**src/sv/rdc_pkg.sv**
```systemverilog
package rdc_pkg;

	localparam int VALUE_BITS = 31;
	localparam int BASE_W     = 5;
	localparam int DIGIT_W    = 4;
	localparam int CHAR_W     = 7;

	// front queue
	localparam int Q_DEPTH = 2;
	localparam int Q_PTR_W = $clog2(Q_DEPTH);
	localparam int Q_CNT_W = $clog2(Q_DEPTH + 1);

	// digit stack and divider step count
	localparam int SP_W    = $clog2(VALUE_BITS + 1);
	localparam int IDX_W   = $clog2(VALUE_BITS);
	localparam int STEP_W  = $clog2(VALUE_BITS);

	localparam logic [BASE_W-1:0] BASE_MIN = BASE_W'(2);
	localparam logic [BASE_W-1:0] BASE_MAX = BASE_W'(16);

	typedef struct packed {
		logic [VALUE_BITS-1:0] value;
		logic [BASE_W-1:0]     base;
	} in_item_t;

	typedef struct packed {
		logic [CHAR_W-1:0] digit_char;
		logic              last;
		logic              bad_base;
	} out_item_t;

	typedef struct packed {
		logic [VALUE_BITS-1:0] value;
		logic [BASE_W-1:0]     base;
		logic                  bad;
	} job_t;

	typedef struct packed {
		logic                  start;
		logic [VALUE_BITS-1:0] dividend;
		logic [BASE_W-1:0]     divisor;
	} div_cmd_t;

	typedef struct packed {
		logic                  done;
		logic [VALUE_BITS-1:0] quotient;
		logic [DIGIT_W-1:0]    remainder;
	} div_res_t;

	// '0'-'9' then 'A'-'F'
	function automatic logic [CHAR_W-1:0] digit_ascii(input logic [DIGIT_W-1:0] d);
		logic [CHAR_W-1:0] d_ext;
		d_ext = CHAR_W'(d);
		if (d < DIGIT_W'(10)) begin
			digit_ascii = CHAR_W'(7'h30) + d_ext;
		end else begin
			digit_ascii = CHAR_W'(7'h37) + d_ext;
		end
	endfunction

endpackage

```
**src/sv/rdc_front.sv**
```systemverilog
module rdc_front (
	input  logic             clk,
	input  logic             arst_n,
	input  logic             push,
	output logic             full,
	input  rdc_pkg::in_item_t item,
	output logic             job_valid,
	output rdc_pkg::job_t    job,
	input  logic             job_pop
);
	import rdc_pkg::*;

	job_t               ent_q [Q_DEPTH];
	logic [Q_PTR_W-1:0] wr_ptr_q;
	logic [Q_PTR_W-1:0] rd_ptr_q;
	logic [Q_CNT_W-1:0] cnt_q;
	logic               wr_en;
	logic               rd_en;
	job_t               new_job;

	assign full      = (cnt_q == Q_CNT_W'(Q_DEPTH));
	assign job_valid = (cnt_q != '0);
	assign job       = ent_q[rd_ptr_q];
	assign wr_en     = push && !full;
	assign rd_en     = job_pop && job_valid;

	// classify at the door
	always_comb begin
		new_job.value = item.value;
		new_job.base  = item.base;
		new_job.bad   = (item.base < BASE_MIN) || (item.base > BASE_MAX);
	end

	always_ff @(posedge clk) begin
		if (wr_en) begin
			ent_q[wr_ptr_q] <= new_job;
		end
	end

	always_ff @(posedge clk or negedge arst_n) begin
		if (!arst_n) begin
			wr_ptr_q <= '0;
			rd_ptr_q <= '0;
			cnt_q    <= '0;
		end else begin
			if (wr_en) begin
				wr_ptr_q <= wr_ptr_q + Q_PTR_W'(1);
			end
			if (rd_en) begin
				rd_ptr_q <= rd_ptr_q + Q_PTR_W'(1);
			end
			cnt_q <= cnt_q + Q_CNT_W'(wr_en) - Q_CNT_W'(rd_en);
		end
	end

endmodule

```
**src/sv/rdc_div.sv**
```systemverilog
module rdc_div (
	input  logic              clk,
	input  logic              arst_n,
	input  rdc_pkg::div_cmd_t cmd,
	output rdc_pkg::div_res_t res
);
	import rdc_pkg::*;

	logic [VALUE_BITS-1:0] dvd_q;
	logic [DIGIT_W-1:0]    rem_q;
	logic [BASE_W-1:0]     dsr_q;
	logic [STEP_W-1:0]     step_q;
	logic                  busy_q;
	logic                  done_q;
	logic [DIGIT_W:0]      trial;
	logic                  ge;
	logic [DIGIT_W:0]      diff;

	// one quotient bit per cycle, restoring
	assign trial = {rem_q, dvd_q[VALUE_BITS-1]};
	assign ge    = (trial >= (DIGIT_W+1)'(dsr_q));
	assign diff  = trial - (DIGIT_W+1)'(dsr_q);

	always_ff @(posedge clk) begin
		if (cmd.start) begin
			dvd_q <= cmd.dividend;
			rem_q <= '0;
			dsr_q <= cmd.divisor;
		end else if (busy_q) begin
			dvd_q <= {dvd_q[VALUE_BITS-2:0], ge};
			rem_q <= ge ? diff[DIGIT_W-1:0] : trial[DIGIT_W-1:0];
		end
	end

	always_ff @(posedge clk or negedge arst_n) begin
		if (!arst_n) begin
			busy_q <= 1'b0;
			done_q <= 1'b0;
			step_q <= '0;
		end else begin
			done_q <= 1'b0;
			if (cmd.start) begin
				busy_q <= 1'b1;
				step_q <= STEP_W'(VALUE_BITS - 1);
			end else if (busy_q) begin
				step_q <= step_q - STEP_W'(1);
				if (step_q == '0) begin
					busy_q <= 1'b0;
					done_q <= 1'b1;
				end
			end
		end
	end

	assign res.done      = done_q;
	assign res.quotient  = dvd_q;
	assign res.remainder = rem_q;

endmodule

```
**src/sv/rdc_back.sv**
```systemverilog
module rdc_back (
	input  logic               clk,
	input  logic               arst_n,
	input  logic               job_valid,
	input  rdc_pkg::job_t      job,
	output logic               job_pop,
	output rdc_pkg::div_cmd_t  div_cmd,
	input  rdc_pkg::div_res_t  div_res,
	output logic               empty,
	input  logic               pop,
	output rdc_pkg::out_item_t result
);
	import rdc_pkg::*;

	localparam logic [1:0] ST_IDLE  = 2'd0;
	localparam logic [1:0] ST_DIV   = 2'd1;
	localparam logic [1:0] ST_DRAIN = 2'd2;
	localparam logic [1:0] ST_ERR   = 2'd3;

	logic [1:0]         state_q;
	logic [DIGIT_W-1:0] stk_q [VALUE_BITS];
	logic [SP_W-1:0]    sp_q;
	logic [SP_W-1:0]    sp_m1;
	logic [BASE_W-1:0]  base_q;
	out_item_t          out_q;
	logic               out_valid_q;
	logic               slot_free;
	logic               stk_push;
	logic               load_digit;
	logic               load_err;

	assign slot_free = !out_valid_q || pop;
	assign sp_m1     = sp_q - SP_W'(1);
	assign empty     = !out_valid_q;
	assign result    = out_q;

	assign job_pop    = (state_q == ST_IDLE) && job_valid;
	assign stk_push   = (state_q == ST_DIV) && div_res.done;
	assign load_digit = (state_q == ST_DRAIN) && slot_free;
	assign load_err   = (state_q == ST_ERR) && slot_free;

	always_comb begin
		div_cmd.start    = 1'b0;
		div_cmd.dividend = job.value;
		div_cmd.divisor  = job.base;
		if (job_pop && !job.bad) begin
			div_cmd.start = 1'b1;
		end else if (stk_push && (div_res.quotient != '0)) begin
			div_cmd.start    = 1'b1;
			div_cmd.dividend = div_res.quotient;
			div_cmd.divisor  = base_q;
		end
	end

	// radix of the job in progress, reused on every restart
	always_ff @(posedge clk) begin
		if (job_pop) begin
			base_q <= job.base;
		end
		if (stk_push) begin
			stk_q[sp_q[IDX_W-1:0]] <= div_res.remainder;
		end
		if (load_digit) begin
			out_q.digit_char <= digit_ascii(stk_q[sp_m1[IDX_W-1:0]]);
			out_q.last       <= (sp_q == SP_W'(1));
			out_q.bad_base   <= 1'b0;
		end else if (load_err) begin
			out_q.digit_char <= '0;
			out_q.last       <= 1'b1;
			out_q.bad_base   <= 1'b1;
		end
	end

	always_ff @(posedge clk or negedge arst_n) begin
		if (!arst_n) begin
			state_q     <= ST_IDLE;
			sp_q        <= '0;
			out_valid_q <= 1'b0;
		end else begin
			if (load_digit || load_err) begin
				out_valid_q <= 1'b1;
			end else if (pop) begin
				out_valid_q <= 1'b0;
			end
			if (stk_push) begin
				sp_q <= sp_q + SP_W'(1);
			end else if (load_digit) begin
				sp_q <= sp_m1;
			end
			unique case (state_q)
				ST_IDLE: begin
					if (job_pop) begin
						state_q <= job.bad ? ST_ERR : ST_DIV;
					end
				end
				ST_DIV: begin
					if (stk_push && (div_res.quotient == '0)) begin
						state_q <= ST_DRAIN;
					end
				end
				ST_DRAIN: begin
					if (load_digit && (sp_q == SP_W'(1))) begin
						state_q <= ST_IDLE;
					end
				end
				ST_ERR: begin
					if (load_err) begin
						state_q <= ST_IDLE;
					end
				end
				default: begin
					state_q <= ST_IDLE;
				end
			endcase
		end
	end

endmodule

```
**src/sv/radix_digit_converter_unit.sv**
```systemverilog
// sequence: one division per digit into the digit stack, then the digits drain most
//   significant first through the result register, held up by pop stalls
// throughput: one item at a time in the back end; the shared bit-serial divider sets
//   the rate. a bad base gives its lone result without a division
// reset: arst_n clears the front queue, the sequencer, the digit stack pointer and the
//   result register; all queues come up empty
module radix_digit_converter_unit (
	input  logic               clk,
	input  logic               arst_n,
	input  logic               push,
	output logic               full,
	input  rdc_pkg::in_item_t  item,
	output logic               empty,
	input  logic               pop,
	output rdc_pkg::out_item_t result
);
	import rdc_pkg::*;

	// front to back: classified jobs
	logic     job_valid;
	logic     job_pop;
	job_t     job;

	// back to divider
	div_cmd_t div_cmd;
	div_res_t div_res;

	// front: takes beats, flags a bad base, holds up to two jobs
	rdc_front u_front (
		.clk       (clk),
		.arst_n    (arst_n),
		.push      (push),
		.full      (full),
		.item      (item),
		.job_valid (job_valid),
		.job       (job),
		.job_pop   (job_pop)
	);

	// shared divider: one quotient bit per cycle, remainder below 16
	rdc_div u_div (
		.clk    (clk),
		.arst_n (arst_n),
		.cmd    (div_cmd),
		.res    (div_res)
	);

	// back: repeated division into the digit stack, then drain most significant first
	// into a one-beat result register
	rdc_back u_back (
		.clk       (clk),
		.arst_n    (arst_n),
		.job_valid (job_valid),
		.job       (job),
		.job_pop   (job_pop),
		.div_cmd   (div_cmd),
		.div_res   (div_res),
		.empty     (empty),
		.pop       (pop),
		.result    (result)
	);

	// an error beat is always a lone zero character
	assert property (@(posedge clk) disable iff (!arst_n)
		(!empty && result.bad_base) |-> (result.last && (result.digit_char == '0)))
		else $error("bad base beat malformed");

	// a good beat always carries a printable digit
	assert property (@(posedge clk) disable iff (!arst_n)
		(!empty && !result.bad_base) |-> (result.digit_char >= CHAR_W'(7'h30)))
		else $error("digit character out of range");

	// the back end only takes a job that is there
	assert property (@(posedge clk) disable iff (!arst_n)
		job_pop |-> job_valid)
		else $error("job taken from empty front queue");

	// a division is bit-serial, so done never comes twice in a row
	assert property (@(posedge clk) disable iff (!arst_n)
		div_res.done |=> !div_res.done)
		else $error("divider done repeated");

endmodule

```
**config.mk**
```make
export PLATFORM = sky130hd
export DESIGN_NAME = radix_digit_converter_unit
export DESIGN_NICKNAME = d
export VERILOG_FILES = /design/src/sv/rdc_pkg.sv /design/src/sv/rdc_front.sv /design/src/sv/rdc_div.sv /design/src/sv/rdc_back.sv /design/src/sv/radix_digit_converter_unit.sv
export SDC_FILE = /design/constraint.sdc
export NUM_CORES = 1
export LEC_CHECK = 0
export ABC_AREA = 1
export BUFFER_PORTS_ARGS = -buffer_cell sky130_fd_sc_hd__buf_2
export CORE_MARGIN = 3
export CORE_UTILIZATION = 45
export DETAILED_ROUTE_END_ITERATION = 8
export PLACE_DENSITY = 0.73
export REMOVE_ABC_BUFFERS = 1
export SYNTH_ARGS = -nofsm -noshare
export SYNTH_HDL_FRONTEND = slang
export SYNTH_HIERARCHICAL = 1
export SYNTH_SLANG_ARGS = --single-unit
export TNS_END_PERCENT = 10
```
**constraint.sdc**
```tcl
create_clock -name clk -period 3 [get_ports clk]
set_input_delay 0.45 -clock clk [delete_from_list [all_inputs] [get_ports clk]]
set_output_delay 0.45 -clock clk [all_outputs]
set_load 0.005 [all_outputs]
```
==> impl_metrics.py <==
metrics = {
    "final_layout": {
        "nets": 1295,
        "diodes": 0,
        "final_cell_mix": "463 x nand2_1, 247 x edfxtp_1, 148 x nand3_1",
        "fillers": 2310,
        "area_growth_pct": 11.24,
        "drive_above_1_share": 0.1128,
        "final_common_cell": "nand2_1",
        "fin_cells": 1594,
    },
    "die": {
        "die_h_um": 170.2,
        "start_util": 0.4617,
        "design.portCount": 51,
        "die_area_mm2": 0.02897,
        "core-area_mm2": 0.02628,
        "die_w_um": 170.2,
        "num_rows": 59,
    },
    "place": {
        "dp_cells": 1545,
        "place_congestion": 0.8877,
        "dp_hpwl_um": 16020,
        "pre_cts_slack_ps": 318.8,
        "io_buffers": 50,
    },
    "route": {
        "drtPass1Iterations": 7,
        "vias_per_cell": 5.299,
        "drc": 0,
        "wl_per_cell_um": 16.24,
        "ant_nets": 0,
        "drt_iter0_drc": 809,
        "drt-total-wl_um": 25890,
        "vias": 8446,
    },
    "min_path": {
        "hp-class": "in -> reg",
    },
    "pwr": {
        "p_int_w": 0.008950,
        "sw_frac_of_total": 0.3915,
        "clockPowerShare": 0.217,
        "p_per_area_mw_per_mm2": 1090,
        "power_frac_seq": 0.395,
        "pwr-share-comb": 0.388,
        "switchingPower_w": 0.005759,
        "power.leakage_nw": 5.606,
        "vdd_drop_max_v": 0.0006223,
    },
    "grt": {
        "grt_overflow": 0,
        "grt_max_degree": 64,
        "grt_pass1_wl_um": 41880,
        "antenna_found_initial": 0,
        "grt_pass1_vias": 8286,
        "grt.total_usage": 0.1780,
    },
    "clocking": {
        "numCtsBuffers": 27,
        "postCtsSetupBuffers": 0,
        "cts_htree_levels": 1,
        "clk_latency_ps": 530,
        "cts-root-buf": "clkbuf_16",
        "cts.clk_slew.worst_paths_ps": 60,
        "clk_path_buf_depth": 3,
        "cts_tree": "yes",
        "cts.sinks": 271,
        "cts_resized": 0,
    },
    "yosys": {
        "yosys.area.top_type_share": 0.6113,
        "synth.distinct_cells": 43,
        "seq_area_frac_synth": 0.6588,
        "ys_warn_count": 6,
        "synth_area_mm2": 0.01213,
        "synthesis.instances": 1192,
        "ys_ff_latch": 271,
        "netlist_top_cells_area": "edfxtp_1 61%, nand2_1 14%, nand3_1 6.1%",
        "syn_avg_cell_area_um2": 10.18,
        "synth_largest_area_cell": "edfxtp_1",
    },
    "timing": {
        "tightestPinTransition_ps": 788.4,
        "rsz0062_at_grt": "false",
        "worst_slack_ps": 310.2,
        "tns_ps": 0,
        "setup_viol": 0,
        "worst_slew_margin_rel": 0.4724,
        "skew_ps": 9.230,
        "max_freq_mhz": 371.8,
        "final.period_utilization": 0.8966,
        "layout_min_cycle_time_ps": 2690,
        "report.final.slew_viol_count": 0,
        "hold_viol_final": 0,
    },
    "worst_setup_path": {
        "critical_path_class": "reg -> reg",
        "cp.arrival_ps": 2980,
        "cp_max_fo": 27,
        "cp-start-kind": "flip-flop",
        "cp-end-kind": "flip-flop",
        "cp_data_required_time_ps": 3290,
    },
    "run_status": {
        "status": "finished, final reports clean",
    },
    "run": {
        "drv_cap": 0,
    },
}
-- logic make-up (layout without fill, tap and decap cells) --
logic type               count (synthesis)  count (layout)  share of synthesized area
flip-flops                             271             271                     0.6588
adder cells (fa/ha/maj)                 15              15                    0.01609
AND/OR/NAND/NOR                        736             736                     0.2522
buffers and inverters                  118             185                    0.04692
AO/OA/AOI/OAI                           49              49                    0.02382
XOR/XNOR                                 3               3                   0.002166
-- metal layers --
metal | global-route usage | vias up | wire length (um)
met5 | 0 | - | 0
met4 | 0.05644 | 0 | 775
met3 | 0.02718 | 57 | 1667
met2 | 0.2987 | 292 | 12440
met1 | 0.2403 | 3996 | 11000
li1 | - | 4101 | -
-- worst max-delay path, cell delays in order (launching register included) --
cell     delay (ps)
dfrtp_1         410
inv_1           210
ha_1            310
inv_2           380
nor2_1          100
o21ai_1         110
nand3_1          80
nand3_1          80
nand2_1          60
nand2_1          70
nand2_1          90
inv_1            60
ha_1            170
nand3_1          80
nand2_1          60
inv_1            40
nor2_1           70
nor2_1           50
-- path summary, 6_finish.rpt --
kind                             startpoint              endpoint  slack (ps)  depth (start not counted)
min                                item[14]  u_front/ent_q[1][15]         100                          1
max                          u_back/sp_q[1]      u_back/result[4]         310                         17
min reg2reg                u_front/cnt_q[0]      u_front/cnt_q[0]         510                          1
max in group asynchronous            arst_n        u_back/sp_q[0]        2230                          2
max reg2reg                  u_back/sp_q[1]      u_back/result[4]         310                         17
min in group asynchronous            arst_n        u_back/sp_q[3]         410                          2
-- power groups by stage --
stage / Sequential, W / Clock, W / Combinational (W)
3_3_place_gp: 0.00587 / 0 / 0.00554
3_5_place_dp: 0.00589 / 0 / 0.00567
5_1_grt: 0.00590 / 0.00342 / 0.00646
4_1_cts: 0.00582 / 0.00326 / 0.00571
2_1_floorplan: 0.00598 / 0 / 0.00375
6_report: 0.00581 / 0.00319 / 0.00571
-- registers in the layout, indices dropped and copies added, names as in the netlist, 2 cells and up --
name / flops
u_back/stk_q: 124
u_front/ent_q: 74
u_div/dvd_q: 31
u_back/result: 9
u_back/base_q: 5
u_back/sp_q: 5
u_div/dsr_q: 5
u_div/step_q: 5
u_div/rem_q: 4
u_back/state_q: 2
u_front/cnt_q: 2
-- metrics by stage --
step	utilization	hold WS, ps	total power [W]	cell area (um^2)
2_1_floorplan	-	154.4	0.009735	11820
3_3_place_gp	0.4816	441.9	0.01141	12660
3_5_place_dp	0.4816	440.6	0.01156	12660
4_1_cts	0.5136	81.17	0.01479	13500
5_1_grt	0.5136	82.81	0.01578	13500
6_report	0.5136	104.8	0.01471	13500
-- layout make-up --
type / count / area [um^2] / area share
tap: 335 / 419.2 / 0.03106
timing repair buffer: 70 / 415.4 / 0.03078
clock buffer: 36 / 719.4 / 0.05330
sequential: 271 / 7994 / 0.5923
inverter: 67 / 255.2 / 0.01891
multi-input combinational: 803 / 3582 / 0.2654
clock inverter: 12 / 111.4 / 0.008251
-- cell usage after synthesis, drive strengths merged --
| cell type | n |
|---|---|
| a21oi | 7 |
| nand2 | 477 |
| a31oi | 1 |
| o221ai | 2 |
| or2 | 1 |
| a32o | 1 |
| nor4 | 8 |
| nor3 | 3 |
| a21boi | 1 |
| nor2 | 92 |
| nand4 | 4 |
| nand3b | 1 |
| nand3 | 150 |
| edfxtp | 247 |
| o21ai | 33 |
| a211oi | 1 |
| xor2 | 3 |
| fa | 1 |
| ha | 14 |
| buf | 43 |
| clkbuf | 8 |
| a21o | 1 |
| inv | 66 |
| dfxtp | 5 |
| a22oi | 1 |
| o22ai | 1 |
| clkinv | 1 |
| dfrtp | 19 |
-- timing repair --
action | 4_1_cts | 5_1_grt
hold buffers | 1 | 0
endpoints found under the setup margin | 0 | 0
endpoints found under the hold margin | 19 | 0
Power figures use the tool's default switching activity.
